<file path="src/sv/llwm_pkg.sv">
// package for the liquid level window monitor
// shared constants, register indexes and controller/datapath command types
`timescale 1ns / 1ps

package llwm_pkg;

	localparam int SENSORS_DEF       = 4;
	localparam int WINDOW_MAX_DEF    = 16;
	localparam int LOW_DEBOUNCE_DEF  = 3;
	localparam int HIGH_DEBOUNCE_DEF = 3;

	localparam logic [2:0] REG_WINDOW_SIZE = 3'd0;
	localparam logic [2:0] REG_CONV_GAIN   = 3'd1;
	localparam logic [2:0] REG_CONV_OFFSET = 3'd2;
	localparam logic [2:0] REG_VALID_MIN   = 3'd3;
	localparam logic [2:0] REG_VALID_MAX   = 3'd4;
	localparam logic [2:0] REG_TANK_HEIGHT = 3'd5;
	localparam logic [2:0] REG_LOW_THRESH  = 3'd6;
	localparam logic [2:0] REG_HIGH_THRESH = 3'd7;

	localparam logic [2:0] ZONE_LOW  = 3'b001;
	localparam logic [2:0] ZONE_IN   = 3'b010;
	localparam logic [2:0] ZONE_HIGH = 3'b100;
	localparam logic [2:0] LED_RED   = 3'b001;
	localparam logic [2:0] LED_BLUE  = 3'b010;
	localparam logic [2:0] LED_GREEN = 3'b100;

	localparam logic [1:0] TEV_NONE = 2'd0;
	localparam logic [1:0] TEV_LOW  = 2'd1;
	localparam logic [1:0] TEV_HIGH = 2'd2;

	// commands from controller to datapath
	typedef struct packed {
		logic load;      // capture input word
		logic conv;      // register product
		logic check;     // register reading and validity
		logic rd_old;    // memory read of the oldest entry
		logic update;    // write window, update sum and state
		logic div_start; // start mean divider
		logic div_step;  // one divider step
		logic classify;  // threshold classification
		logic finish;    // build result word
	} llwm_cmd_t;

	// status back to controller
	typedef struct packed {
		logic skip;      // sensor index out of range
		logic ok;        // valid sample
		logic report;    // report due after update
		logic div_done;
	} llwm_sts_t;

endpackage

</file>
<file path="src/sv/liquid_level_window_monitor_unit.sv">
// liquid level window monitor, one word at a time; window entries tracked by valid bits
// steps: load, convert, check, then finish for a fault or skipped word; a valid word
// reads the oldest entry and updates, and for a report runs the serial mean divider
// (one quotient bit a cycle) and classifies; a new word waits until output is taken;
// asynchronous active-low reset clears sensor state, configuration and control flags
`timescale 1ns / 1ps

module liquid_level_window_monitor_unit #(
	parameter int SENSORS       = llwm_pkg::SENSORS_DEF,
	parameter int WINDOW_MAX    = llwm_pkg::WINDOW_MAX_DEF,
	parameter int LOW_DEBOUNCE  = llwm_pkg::LOW_DEBOUNCE_DEF,
	parameter int HIGH_DEBOUNCE = llwm_pkg::HIGH_DEBOUNCE_DEF
) (
	input  logic        clk,
	input  logic        arst_n,
	input  logic        in_valid,
	output logic        in_stall,
	input  logic [1:0]  sensor_index,
	input  logic        sensor_connected,
	input  logic [11:0] adc_code,
	output logic        out_valid,
	input  logic        out_stall,
	output logic [1:0]  sensor_id,
	output logic        report_valid,
	output logic [14:0] level_mm,
	output logic        sensor_fault_event,
	output logic [1:0]  threshold_event,
	output logic [2:0]  led_state,
	input  logic        cfg_valid,
	output logic        cfg_ready,
	input  logic [2:0]  cfg_index,
	input  logic [15:0] cfg_data
);

	llwm_pkg::llwm_cmd_t cmd;
	llwm_pkg::llwm_sts_t sts;

	assign cfg_ready = 1'b1;

	llwm_ctrl u_ctrl (
		.clk, .arst_n, .in_valid, .in_stall, .out_valid, .out_stall, .cmd, .sts
	);

	llwm_dp #(
		.SENSORS(SENSORS), .WINDOW_MAX(WINDOW_MAX),
		.LOW_DEBOUNCE(LOW_DEBOUNCE), .HIGH_DEBOUNCE(HIGH_DEBOUNCE)
	) u_dp (
		.clk, .arst_n, .cmd, .sts,
		.cfg_valid(cfg_valid && cfg_ready), .cfg_index, .cfg_data,
		.sensor_index, .sensor_connected, .adc_code,
		.sensor_id, .report_valid, .level_mm, .sensor_fault_event,
		.threshold_event, .led_state
	);

endmodule

</file>
<file path="src/sv/llwm_ctrl.sv">
// controller state machine for the liquid level window monitor
// depends on llwm_pkg
`timescale 1ns / 1ps

module llwm_ctrl (
	input  logic                 clk,
	input  logic                 arst_n,
	input  logic                 in_valid,
	output logic                 in_stall,
	output logic                 out_valid,
	input  logic                 out_stall,
	output llwm_pkg::llwm_cmd_t  cmd,
	input  llwm_pkg::llwm_sts_t  sts
);

	typedef enum logic [3:0] {
		ST_IDLE, ST_CONV, ST_CHECK, ST_RDOLD, ST_UPDATE, ST_DIVST, ST_DIV,
		ST_CLASS, ST_FINISH, ST_OUT
	} state_t;

	state_t state_q;
	logic   out_valid_q;

	assign in_stall  = (state_q != ST_IDLE);
	assign out_valid = out_valid_q;

	// command decode
	always_comb begin
		cmd           = '0;
		cmd.load      = (state_q == ST_IDLE) && in_valid;
		cmd.conv      = (state_q == ST_CONV);
		cmd.check     = (state_q == ST_CHECK);
		cmd.rd_old    = (state_q == ST_RDOLD);
		cmd.update    = (state_q == ST_UPDATE);
		cmd.div_start = (state_q == ST_DIVST);
		cmd.div_step  = (state_q == ST_DIV);
		cmd.classify  = (state_q == ST_CLASS);
		cmd.finish    = (state_q == ST_FINISH);
	end

	// sequencer, output word held until taken
	always_ff @(posedge clk or negedge arst_n) begin
		if (!arst_n) begin
			state_q     <= ST_IDLE;
			out_valid_q <= 1'b0;
		end else begin
			case (state_q)
				ST_IDLE:   if (in_valid) state_q <= ST_CONV;
				ST_CONV:   state_q <= ST_CHECK;
				ST_CHECK:  state_q <= (sts.skip || !sts.ok) ? ST_FINISH : ST_RDOLD;
				ST_RDOLD:  state_q <= ST_UPDATE;
				ST_UPDATE: state_q <= sts.report ? ST_DIVST : ST_FINISH;
				ST_DIVST:  state_q <= ST_DIV;
				ST_DIV:    if (sts.div_done) state_q <= ST_CLASS;
				ST_CLASS:  state_q <= ST_FINISH;
				ST_FINISH: begin
					state_q     <= ST_OUT;
					out_valid_q <= 1'b1;
				end
				ST_OUT: if (!out_stall) begin
					state_q     <= ST_IDLE;
					out_valid_q <= 1'b0;
				end
				default: state_q <= ST_IDLE;
			endcase
		end
	end

	// result shown only in the output state
	a_valid_state: assert property (@(posedge clk) disable iff (!arst_n)
		out_valid_q |-> state_q == ST_OUT) else $error("out_valid outside output state");
	a_no_accept_busy: assert property (@(posedge clk) disable iff (!arst_n)
		cmd.load |=> state_q == ST_CONV) else $error("load did not start conversion");
	a_div_follows: assert property (@(posedge clk) disable iff (!arst_n)
		cmd.div_start |=> state_q == ST_DIV) else $error("divider start lost");

endmodule

</file>
<file path="src/sv/llwm_dp.sv">
// datapath: conversion, per-sensor window memory and state, serial divider
// depends on llwm_pkg
`timescale 1ns / 1ps

module llwm_dp #(
	parameter int SENSORS       = llwm_pkg::SENSORS_DEF,
	parameter int WINDOW_MAX    = llwm_pkg::WINDOW_MAX_DEF,
	parameter int LOW_DEBOUNCE  = llwm_pkg::LOW_DEBOUNCE_DEF,
	parameter int HIGH_DEBOUNCE = llwm_pkg::HIGH_DEBOUNCE_DEF
) (
	input  logic                clk,
	input  logic                arst_n,
	input  llwm_pkg::llwm_cmd_t cmd,
	output llwm_pkg::llwm_sts_t sts,
	input  logic                cfg_valid,
	input  logic [2:0]          cfg_index,
	input  logic [15:0]         cfg_data,
	input  logic [1:0]          sensor_index,
	input  logic                sensor_connected,
	input  logic [11:0]         adc_code,
	output logic [1:0]          sensor_id,
	output logic                report_valid,
	output logic [14:0]         level_mm,
	output logic                sensor_fault_event,
	output logic [1:0]          threshold_event,
	output logic [2:0]          led_state
);

	localparam int SW  = (SENSORS > 1) ? $clog2(SENSORS) : 1;
	localparam int PW  = (WINDOW_MAX > 1) ? $clog2(WINDOW_MAX) : 1;
	localparam int MD  = SENSORS * WINDOW_MAX;
	localparam int AW  = (MD > 1) ? $clog2(MD) : 1;
	localparam int SUMW = 15 + $clog2(WINDOW_MAX + 1);
	localparam logic [4:0] WMAX5 = 5'(WINDOW_MAX);

	// configuration registers
	logic [4:0]         window_size_q;
	logic [15:0]        conv_gain_q;
	logic signed [15:0] conv_offset_q;
	logic [14:0]        valid_min_q, valid_max_q, tank_height_q, low_thr_q, high_thr_q;

	always_ff @(posedge clk or negedge arst_n) begin
		if (!arst_n) begin
			window_size_q <= 5'd1;
			conv_gain_q   <= 16'd256;
			conv_offset_q <= '0;
			valid_min_q   <= '0;
			valid_max_q   <= 15'h7fff;
			tank_height_q <= 15'd2000;
			low_thr_q     <= '0;
			high_thr_q    <= 15'h7fff;
		end else if (cfg_valid) begin
			case (cfg_index)
				llwm_pkg::REG_WINDOW_SIZE: window_size_q <= cfg_data[4:0];
				llwm_pkg::REG_CONV_GAIN:   conv_gain_q   <= cfg_data;
				llwm_pkg::REG_CONV_OFFSET: conv_offset_q <= cfg_data;
				llwm_pkg::REG_VALID_MIN:   valid_min_q   <= cfg_data[14:0];
				llwm_pkg::REG_VALID_MAX:   valid_max_q   <= cfg_data[14:0];
				llwm_pkg::REG_TANK_HEIGHT: tank_height_q <= cfg_data[14:0];
				llwm_pkg::REG_LOW_THRESH:  low_thr_q     <= cfg_data[14:0];
				llwm_pkg::REG_HIGH_THRESH: high_thr_q    <= cfg_data[14:0];
				default: ;
			endcase
		end
	end

	// effective window size
	logic [4:0] size;
	always_comb begin
		if (window_size_q == 5'd0) size = 5'd1;
		else if ({27'd0, window_size_q} > 32'(WINDOW_MAX)) size = WMAX5;
		else size = window_size_q;
	end

	// captured input word
	logic [1:0]  sidx_q;
	logic        conn_q;
	logic [11:0] code_q;
	logic        skip_q;
	always_ff @(posedge clk or negedge arst_n) begin
		if (!arst_n) skip_q <= 1'b0;
		else if (cmd.load) skip_q <= ({30'd0, sensor_index} >= 32'(SENSORS));
	end
	always_ff @(posedge clk) begin
		if (cmd.load) begin
			sidx_q <= sensor_index;
			conn_q <= sensor_connected;
			code_q <= adc_code;
		end
	end
	wire [SW-1:0] s = SW'(sidx_q);

	// product register
	logic [27:0] prod_q;
	always_ff @(posedge clk) if (cmd.conv) prod_q <= code_q * conv_gain_q;

	// reading, saturation and validity
	logic signed [21:0] r_raw;
	logic signed [16:0] r_sat;
	logic [15:0]        mag;
	logic signed [17:0] lv;
	always_comb begin
		r_raw = $signed({2'b0, prod_q[27:8]}) + 22'(conv_offset_q);
		if (r_raw > 22'sd32767) r_sat = 17'sd32767;
		else if (r_raw < -22'sd32767) r_sat = -17'sd32767;
		else r_sat = 17'(r_raw);
		mag = r_sat[16] ? 16'(-r_sat) : 16'(r_sat);
		lv  = $signed({3'b0, tank_height_q}) - 18'(r_sat);
	end

	// validity of the word under check
	logic ok_now;
	assign ok_now = conn_q && !skip_q && mag >= {1'b0, valid_min_q}
		&& mag <= {1'b0, valid_max_q} && !lv[17]
		&& lv <= $signed({3'b0, tank_height_q});

	logic        ok_q;
	logic [14:0] level_q;
	always_ff @(posedge clk or negedge arst_n) begin
		if (!arst_n) ok_q <= 1'b0;
		else if (cmd.check) ok_q <= ok_now;
	end
	always_ff @(posedge clk) if (cmd.check) level_q <= lv[14:0];

	// per-sensor state
	logic [SUMW-1:0] sum_q   [SENSORS];
	logic [PW:0]     wpos_q  [SENSORS];
	logic            full_q  [SENSORS];
	logic [4:0]      ssr_q   [SENSORS];
	logic            erep_q  [SENSORS];
	logic [2:0]      zone_q  [SENSORS];
	logic [3:0]      lowc_q  [SENSORS];
	logic [3:0]      inc_q   [SENSORS];
	logic [3:0]      highc_q [SENSORS];
	logic [2:0]      led_q   [SENSORS];
	logic [MD-1:0]   wvalid_q;

	// window memory, invalid entries read as zero
	logic [14:0] mem [MD];
	logic [14:0] old_rd_s1;
	logic        old_vld_s1;
	logic [PW-1:0] p;
	logic [AW-1:0] addr;
	always_comb begin
		p = (wpos_q[s] >= (PW+1)'(WINDOW_MAX)) ? '0 : wpos_q[s][PW-1:0];
		addr = AW'(s) * AW'(WINDOW_MAX) + AW'(p);
	end
	always_ff @(posedge clk) begin
		if (cmd.rd_old) begin
			old_rd_s1  <= mem[addr];
			old_vld_s1 <= wvalid_q[addr];
		end
		if (cmd.update) mem[addr] <= level_q;
	end
	wire [14:0] old_val = old_vld_s1 ? old_rd_s1 : 15'd0;

	// next-state values of an update
	logic [SUMW-1:0] new_sum;
	logic [4:0]      new_ssr;
	logic [PW:0]     pn;
	logic            new_full, rep;
	always_comb begin
		new_sum  = sum_q[s] - SUMW'(old_val) + SUMW'(level_q);
		new_ssr  = (ssr_q[s] < 5'd31) ? ssr_q[s] + 5'd1 : ssr_q[s];
		pn       = (PW+1)'(p) + 1'b1;
		new_full = full_q[s];
		if (32'(pn) >= 32'(size)) begin
			new_full = 1'b1;
			pn = '0;
		end
		rep = new_full && new_ssr >= size;
	end

	// serial restoring divider: sum / size
	logic [SUMW-1:0] quo_q;
	logic [5:0]      rem_q;
	logic [$clog2(SUMW+1)-1:0] dcnt_q;
	logic [5:0]      trial;
	assign trial = {rem_q[4:0], quo_q[SUMW-1]};

	// report flag, classification and result
	logic rep_q;
	logic [1:0] tev_q;
	logic       fault_q;

	always_ff @(posedge clk or negedge arst_n) begin
		if (!arst_n) begin
			for (int i = 0; i < SENSORS; i++) begin
				sum_q[i] <= '0; wpos_q[i] <= '0; full_q[i] <= 1'b0; ssr_q[i] <= '0;
				erep_q[i] <= 1'b0; zone_q[i] <= '0; lowc_q[i] <= '0;
				inc_q[i] <= '0; highc_q[i] <= '0; led_q[i] <= '0;
			end
			wvalid_q <= '0;
			rep_q    <= 1'b0;
			tev_q    <= llwm_pkg::TEV_NONE;
			fault_q  <= 1'b0;
			dcnt_q   <= '0;
		end else begin
			if (cmd.check) begin
				rep_q   <= 1'b0;
				tev_q   <= llwm_pkg::TEV_NONE;
				fault_q <= !skip_q && !ok_now && !erep_q[s];
				// error entry once per error run
				if (!skip_q && !ok_now && !erep_q[s]) begin
					erep_q[s] <= 1'b1; zone_q[s] <= '0; led_q[s] <= '0;
					lowc_q[s] <= '0; inc_q[s] <= '0; highc_q[s] <= '0;
				end
			end
			if (cmd.update) begin
				sum_q[s]  <= new_sum;
				wpos_q[s] <= pn;
				full_q[s] <= new_full;
				ssr_q[s]  <= rep ? 5'd0 : new_ssr;
				erep_q[s] <= 1'b0;
				wvalid_q[addr] <= 1'b1;
				rep_q <= rep;
			end
			if (cmd.div_start) dcnt_q <= ($clog2(SUMW+1))'(SUMW);
			else if (cmd.div_step && dcnt_q != '0) dcnt_q <= dcnt_q - 1'b1;
			if (cmd.classify) begin
				if ({{(32-SUMW){1'b0}}, sum_q[s]} <= 32'(low_thr_q) * 32'(size)) begin
					if (lowc_q[s] >= 4'(LOW_DEBOUNCE - 1)) begin
						if (!zone_q[s][0]) begin
							lowc_q[s] <= '0; zone_q[s] <= llwm_pkg::ZONE_LOW;
							led_q[s] <= llwm_pkg::LED_BLUE; tev_q <= llwm_pkg::TEV_LOW;
						end else lowc_q[s] <= 4'(LOW_DEBOUNCE);
					end else lowc_q[s] <= lowc_q[s] + 4'd1;
					inc_q[s] <= '0; highc_q[s] <= '0;
				end else if ({{(32-SUMW){1'b0}}, sum_q[s]}
					< 32'(high_thr_q) * 32'(size)) begin
					if (inc_q[s] >= 4'(LOW_DEBOUNCE - 1)) begin
						if (!zone_q[s][1]) begin
							inc_q[s] <= '0; zone_q[s] <= llwm_pkg::ZONE_IN;
							led_q[s] <= llwm_pkg::LED_GREEN;
						end else inc_q[s] <= 4'(LOW_DEBOUNCE);
					end else inc_q[s] <= inc_q[s] + 4'd1;
					lowc_q[s] <= '0;
				end else begin
					if (highc_q[s] >= 4'(HIGH_DEBOUNCE - 1)) begin
						if (!zone_q[s][2]) begin
							highc_q[s] <= '0; zone_q[s] <= llwm_pkg::ZONE_HIGH;
							led_q[s] <= llwm_pkg::LED_RED; tev_q <= llwm_pkg::TEV_HIGH;
						end else highc_q[s] <= 4'(HIGH_DEBOUNCE);
					end else highc_q[s] <= highc_q[s] + 4'd1;
					inc_q[s] <= '0; lowc_q[s] <= '0;
				end
			end
		end
	end

	// divider data path, one quotient bit per step
	always_ff @(posedge clk) begin
		if (cmd.div_start) begin
			quo_q  <= sum_q[s];
			rem_q  <= '0;
		end else if (cmd.div_step && dcnt_q != '0) begin
			if (trial >= {1'b0, size}) begin
				rem_q <= trial - {1'b0, size};
				quo_q <= {quo_q[SUMW-2:0], 1'b1};
			end else begin
				rem_q <= trial;
				quo_q <= {quo_q[SUMW-2:0], 1'b0};
			end
		end
	end

	// result word
	always_ff @(posedge clk) begin
		if (cmd.finish) begin
			sensor_id          <= sidx_q;
			report_valid       <= !skip_q && ok_q && rep_q;
			level_mm           <= (!skip_q && ok_q && rep_q) ?
				((quo_q > SUMW'(15'h7fff)) ? 15'h7fff : quo_q[14:0]) : 15'd0;
			sensor_fault_event <= !skip_q && !ok_q && fault_q;
			threshold_event    <= (!skip_q && ok_q && rep_q) ? tev_q : llwm_pkg::TEV_NONE;
			led_state          <= skip_q ? 3'd0 : led_q[s];
		end
	end

	assign sts.skip     = skip_q;
	assign sts.ok       = ok_now;
	assign sts.report   = rep;
	assign sts.div_done = (dcnt_q == '0);

	// sum never exceeds window capacity
	a_sum_bound: assert property (@(posedge clk) disable iff (!arst_n)
		cmd.update |=> {{(32-SUMW){1'b0}}, sum_q[s]} <= 32'(WINDOW_MAX) * 32'h7fff)
		else $error("window sum overflow");
	a_div_start: assert property (@(posedge clk) disable iff (!arst_n)
		cmd.div_start |=> dcnt_q != '0) else $error("divider not loaded");
	a_no_upd_bad: assert property (@(posedge clk) disable iff (!arst_n)
		cmd.update |-> ok_q && !skip_q) else $error("update of invalid sample");

endmodule
</file>
<file path="config.mk">
export PLATFORM = sky130hd
export DESIGN_NAME = liquid_level_window_monitor_unit
export DESIGN_NICKNAME = d
export VERILOG_FILES = /design/src/sv/llwm_pkg.sv /design/src/sv/liquid_level_window_monitor_unit.sv /design/src/sv/llwm_ctrl.sv /design/src/sv/llwm_dp.sv
export SDC_FILE = /design/constraint.sdc
export NUM_CORES = 2
export LEC_CHECK = 0
export BUFFER_PORTS_ARGS = -buffer_cell sky130_fd_sc_hd__buf_2
export CORE_AREA = 5 5 454 277
export DETAILED_ROUTE_END_ITERATION = 16
export DIE_AREA = 0 0 459 282
export PLACE_DENSITY = 0.73
export RECOVER_POWER = 25
export SLEW_MARGIN = 0
export SYNTH_ARGS = -nofsm -noshare
export SYNTH_HDL_FRONTEND = slang
export SYNTH_SLANG_ARGS = --single-unit
</file>
<file path="constraint.sdc">
create_clock -name clk -period 21 [get_ports clk]
set_input_delay 4.2 -clock clk [delete_from_list [all_inputs] [get_ports clk]]
set_output_delay 4.2 -clock clk [all_outputs]
set_load 0.02 [all_outputs]
</file>
==> flow_summary.rst <==
.. list-table::
   :header-rows: 1

   * - Metric
     - Value
   * - Total overflow reported by the global router
     - 0
   * - Post-CTS Setup Repair Bufs
     - 0
   * - Number of instances in the synthesized netlist
     - 5818
   * - Final worst slack
     - 12.33 ns
   * - Pin count of the biggest net entering global routing
     - 154
   * - WL final
     - 211 mm
   * - Worst slew margin
     - -1.65
   * - Critical Path Source Type
     - register
   * - Effective utilization at floorplan
     - 0.598
   * - Number of nets in the layout
     - 6455
   * - Slew of the pin with the lowest slew margin
     - 3.98 ns
   * - Max Clk Rate
     - 0.115 GHz
   * - Min-delay worst type
     - register to register
   * - Leading register cell type out of synthesis
     - sky130_fd_sc_hd__edfxtp_1
   * - Final Max Slew Viols
     - 880
   * - Antenna violations before repair
     - 13
   * - Register-to-register setup slack
     - 12.33 ns
   * - Instance count along the most critical hold path
     - 1
   * - Die X
     - 459 microns
   * - Failing checks
     - capacitance limit, slew limit
   * - Period minus WS final
     - 8.67 ns
   * - Number of global-route vias before repair
     - 48000
   * - Share of flip-flops with an asynchronous set or reset after synthesis
     - 0.267
   * - DRC marker count from the first detailed-route iteration
     - 7241
   * - Clock tree from TritonCTS
     - done
   * - Crit path largest cell delay
     - 0.61 ns
   * - Area growth from synthesis to layout
     - 9.34%
   * - Count of flip-flops with a built-in enable after synthesis
     - 1070
   * - Result of the run
     - finished with violations
   * - Post-synthesis instance area
     - 72200 sq um
   * - Area of all placed cells without fillers
     - 79000 sq um
   * - Number of clock buffers inserted by TritonCTS
     - 131
   * - Avg Synthesized Cell Area
     - 12.4 sq um
   * - Total die area
     - 129000 sq um
   * - Max IR drop VDD
     - 0.000285 V
   * - # hold bufs at CTS
     - 0
   * - Part of the Yosys area used for sequential elements
     - 0.582
   * - Boundary pin count
     - 66
   * - Type of destination of the critical path
     - register
   * - Antenna-violating nets left
     - 0
   * - Clock Skews
     - 0.0356 ns
   * - Number of levels in the clock H-tree
     - 4
   * - Die H
     - 282 microns
   * - DR vias/cell
     - 6.53
   * - Unrepaired setup endpoints after global routing
     - false
   * - CTS clk-pin slew, worst paths
     - 0.07 ns
   * - Share of the cycle needed by the critical path after routing
     - 0.413
   * - Leakage component of the power
     - 0.0314 uW
   * - Fraction of final layout cells sized beyond drive strength 1
     - 0.122
   * - Buffers added on ports
     - 64
   * - Setup CP Type
     - register to register
   * - Depth of the most critical reg-to-reg path
     - 35
   * - Final hold viol count
     - 0
   * - Setup tns final
     - 0 ns
   * - First-pass detailed-route iteration total
     - 6
   * - Count of distinct cell types in the synthesized netlist
     - 97
   * - Number of sinks driven by the clock tree
     - 1466
   * - Total GRT Usage
     - 0.326
   * - Clk buf depth
     - 3
   * - Maximum net fanout on the critical path
     - 16
   * - Area of the core
     - 121000 sq um
   * - Resized cells post-CTS
     - 0
   * - Total vias in the final route
     - 49800
   * - Area of placed instances
     - 74800 sq um
   * - Number of setup violations in the final report
     - 0
   * - Required time at the worst-slack endpoint
     - 21.67 ns
   * - Crit path top cell by count
     - sky130_fd_sc_hd__a21oi_1
   * - Syn nets
     - 6378
   * - Cell at the root of the clock tree
     - sky130_fd_sc_hd__clkbuf_16
   * - Skew-Pair Late Insertion Delay
     - 0.78 ns
   * - HPWL after detailed placement
     - 137 mm
   * - GP Congestion
     - 0.949
   * - CP Data Arrival Time
     - 9.34 ns
   * - Max capacitance violation total
     - 14
   * - Average wire per standard cell
     - 27.7 microns
   * - Power per cell area
     - 153 nW/um^2
   * - Synth warnings
     - 0
   * - Number of synthesized register bits
     - 1466
   * - DRC violations left
     - 0
   * - First-pass GRT wire length
     - 312 mm
   * - Row cnt
     - 99
   * - Critical-path top delay cell
     - sky130_fd_sc_hd__a2111o_2
   * - Worst slack, placed
     - 12.56 ns
-- power breakdown --
group          internal (uW)  total (uW)  leakage, uW  switching, uW
logic                   2220        5800       0.0145           3580
registers               3720        3910       0.0148            190
clock network           1300        2400      0.00206           1100
-- layout make-up --
type	count	area [sq um]
fillers	8820	41800
well taps	1616	2020
clock buffers	178	3610
diodes	4	10.0
flip-flops and latches	1466	42100
multi-input cells	3676	27700
inverters	393	1480
clock inverters	61	578
repair buffers	227	1510
-- routing by layer --
| layer | up-vias | global-route usage | wire length [microns] |
|---|---|---|---|
| li1 | 21200 | - | - |
| met2 | 3388 | 0.433 | 83100 |
| met3 | 433 | 0.128 | 34300 |
| met5 | - | 0 | 46 |
| met4 | 8 | 0.0826 | 5420 |
| met1 | 24800 | 0.503 | 88200 |
-- through the flow --
step	utilization	hold slack [ns]	instances	total power, uW
2_1_floorplan	-	0.438	5818	7930
3_3_place_gp	0.619	0.450	7378	9430
3_5_place_dp	0.619	0.453	7378	9580
4_1_cts	0.654	0.468	7617	12000
5_1_grt	0.654	0.483	7618	12900
6_report	0.654	0.470	7621	12100
-- sequential cells by signal, indices dropped and copies added (netlist names), 20 cells and up, named ones only --
register       count
u_dp.wvalid_q     64
u_dp.mem         960
u_dp.sum_q        80
u_dp.wpos_q       20
u_dp.ssr_q        20
u_dp.prod_q       20
u_dp.quo_q        20
-- cell usage after synthesis (all sizes together), types with 10 or more instances --
library cell  number  area share
a221oi           100       0.012
or2               73      0.0063
o2111ai           28      0.0034
a21o              63      0.0065
nand2b            36      0.0032
fa               235       0.065
nor2b             39      0.0034
nand3            108      0.0075
o2bb2ai           13      0.0016
ha               286       0.050
nor2             201       0.011
mux2i             44      0.0063
and3              14      0.0012
mux2             116       0.018
o211ai            14      0.0015
dfrtp            353        0.12
xnor2             66      0.0080
o21ai            211       0.015
nand4             31      0.0027
inv              393       0.020
clkbuf           211       0.011
edfxtp          1070        0.44
a211oi            23      0.0025
dfstp             38       0.014
nor4              16      0.0019
o21a              47      0.0049
nand2            892       0.046
and2             155       0.013
a22oi            132       0.014
xor2              37      0.0045
mux4              44       0.014
o22ai             11     0.00095
buf               72      0.0051
a31oi             39      0.0035
o21bai            10      0.0010
a222oi            54      0.0075
a22o              41      0.0050
or3               14      0.0013
a21oi            330       0.023
nor3              58      0.0042
-- cells in the final DEF, fill, tap and decap left out, types with 15 or more instances in the layout --
cell,netlist,routed
sky130_fd_sc_hd__a31oi_1,38,38
sky130_fd_sc_hd__o21ai_0,193,193
sky130_fd_sc_hd__nand2_1,892,891
sky130_fd_sc_hd__inv_1,392,391
sky130_fd_sc_hd__a211oi_1,21,21
sky130_fd_sc_hd__dfrtp_1,353,353
sky130_fd_sc_hd__mux2_2,116,116
sky130_fd_sc_hd__a22oi_1,132,132
sky130_fd_sc_hd__a22o_1,41,41
sky130_fd_sc_hd__dfstp_2,38,38
sky130_fd_sc_hd__fa_1,235,235
sky130_fd_sc_hd__nor2_1,199,187
sky130_fd_sc_hd__mux2i_1,43,41
sky130_fd_sc_hd__a221oi_1,100,100
sky130_fd_sc_hd__and2_1,155,155
sky130_fd_sc_hd__nand2b_1,35,33
sky130_fd_sc_hd__xor2_1,37,37
sky130_fd_sc_hd__mux4_2,44,44
sky130_fd_sc_hd__nand3_1,108,108
sky130_fd_sc_hd__buf_2,41,63
sky130_fd_sc_hd__clkbuf_1,211,48
sky130_fd_sc_hd__clkinv_1,0,15
sky130_fd_sc_hd__clkbuf_16,0,133
sky130_fd_sc_hd__a21oi_1,329,329
sky130_fd_sc_hd__or2_2,71,71
sky130_fd_sc_hd__ha_1,286,286
sky130_fd_sc_hd__nor3_1,56,51
sky130_fd_sc_hd__o2111ai_1,28,28
sky130_fd_sc_hd__clkinv_2,0,26
sky130_fd_sc_hd__nand4_1,31,31
sky130_fd_sc_hd__xnor2_1,66,66
sky130_fd_sc_hd__buf_4,6,148
sky130_fd_sc_hd__a222oi_1,54,54
sky130_fd_sc_hd__o21a_1,46,46
sky130_fd_sc_hd__edfxtp_1,1070,1070
sky130_fd_sc_hd__a21o_1,63,62
sky130_fd_sc_hd__nor2b_1,39,33
-- worst paths after layout --
path                                  startpoint                end
worst max register to register    u_dp.prod_q[8]      u_dp.led_q[1]
worst max-delay path              u_dp.prod_q[8]      u_dp.led_q[1]
worst min register to register  u_dp.wvalid_q[1]   u_dp.wvalid_q[1]
max in group asynchronous                 arst_n     u_dp.led_q[10]
min in group asynchronous                 arst_n  u_dp.wvalid_q[61]
worst min-delay path            u_dp.wvalid_q[1]   u_dp.wvalid_q[1]
-- kinds of logic after synthesis --
kind of cell    share of synthesized area
compound gates                      0.112
xor+xnor                           0.0125
fa+ha+maj                           0.115
buf+inv                            0.0365
flops                               0.582
mux                                0.0381
other cells                     0.0000519
simple gates                        0.104
-- worst max-delay path: cells and delay by family (launching register included) --
family	cells	cell delay [ns]
compound gates	18	4.36
xor+xnor	2	0.66
fa+ha+maj	4	1.28
buf+inv	1	0.07
flops	1	0.35
simple gates	10	1.85
No activity file was read; power rests on OpenSTA's default activity.
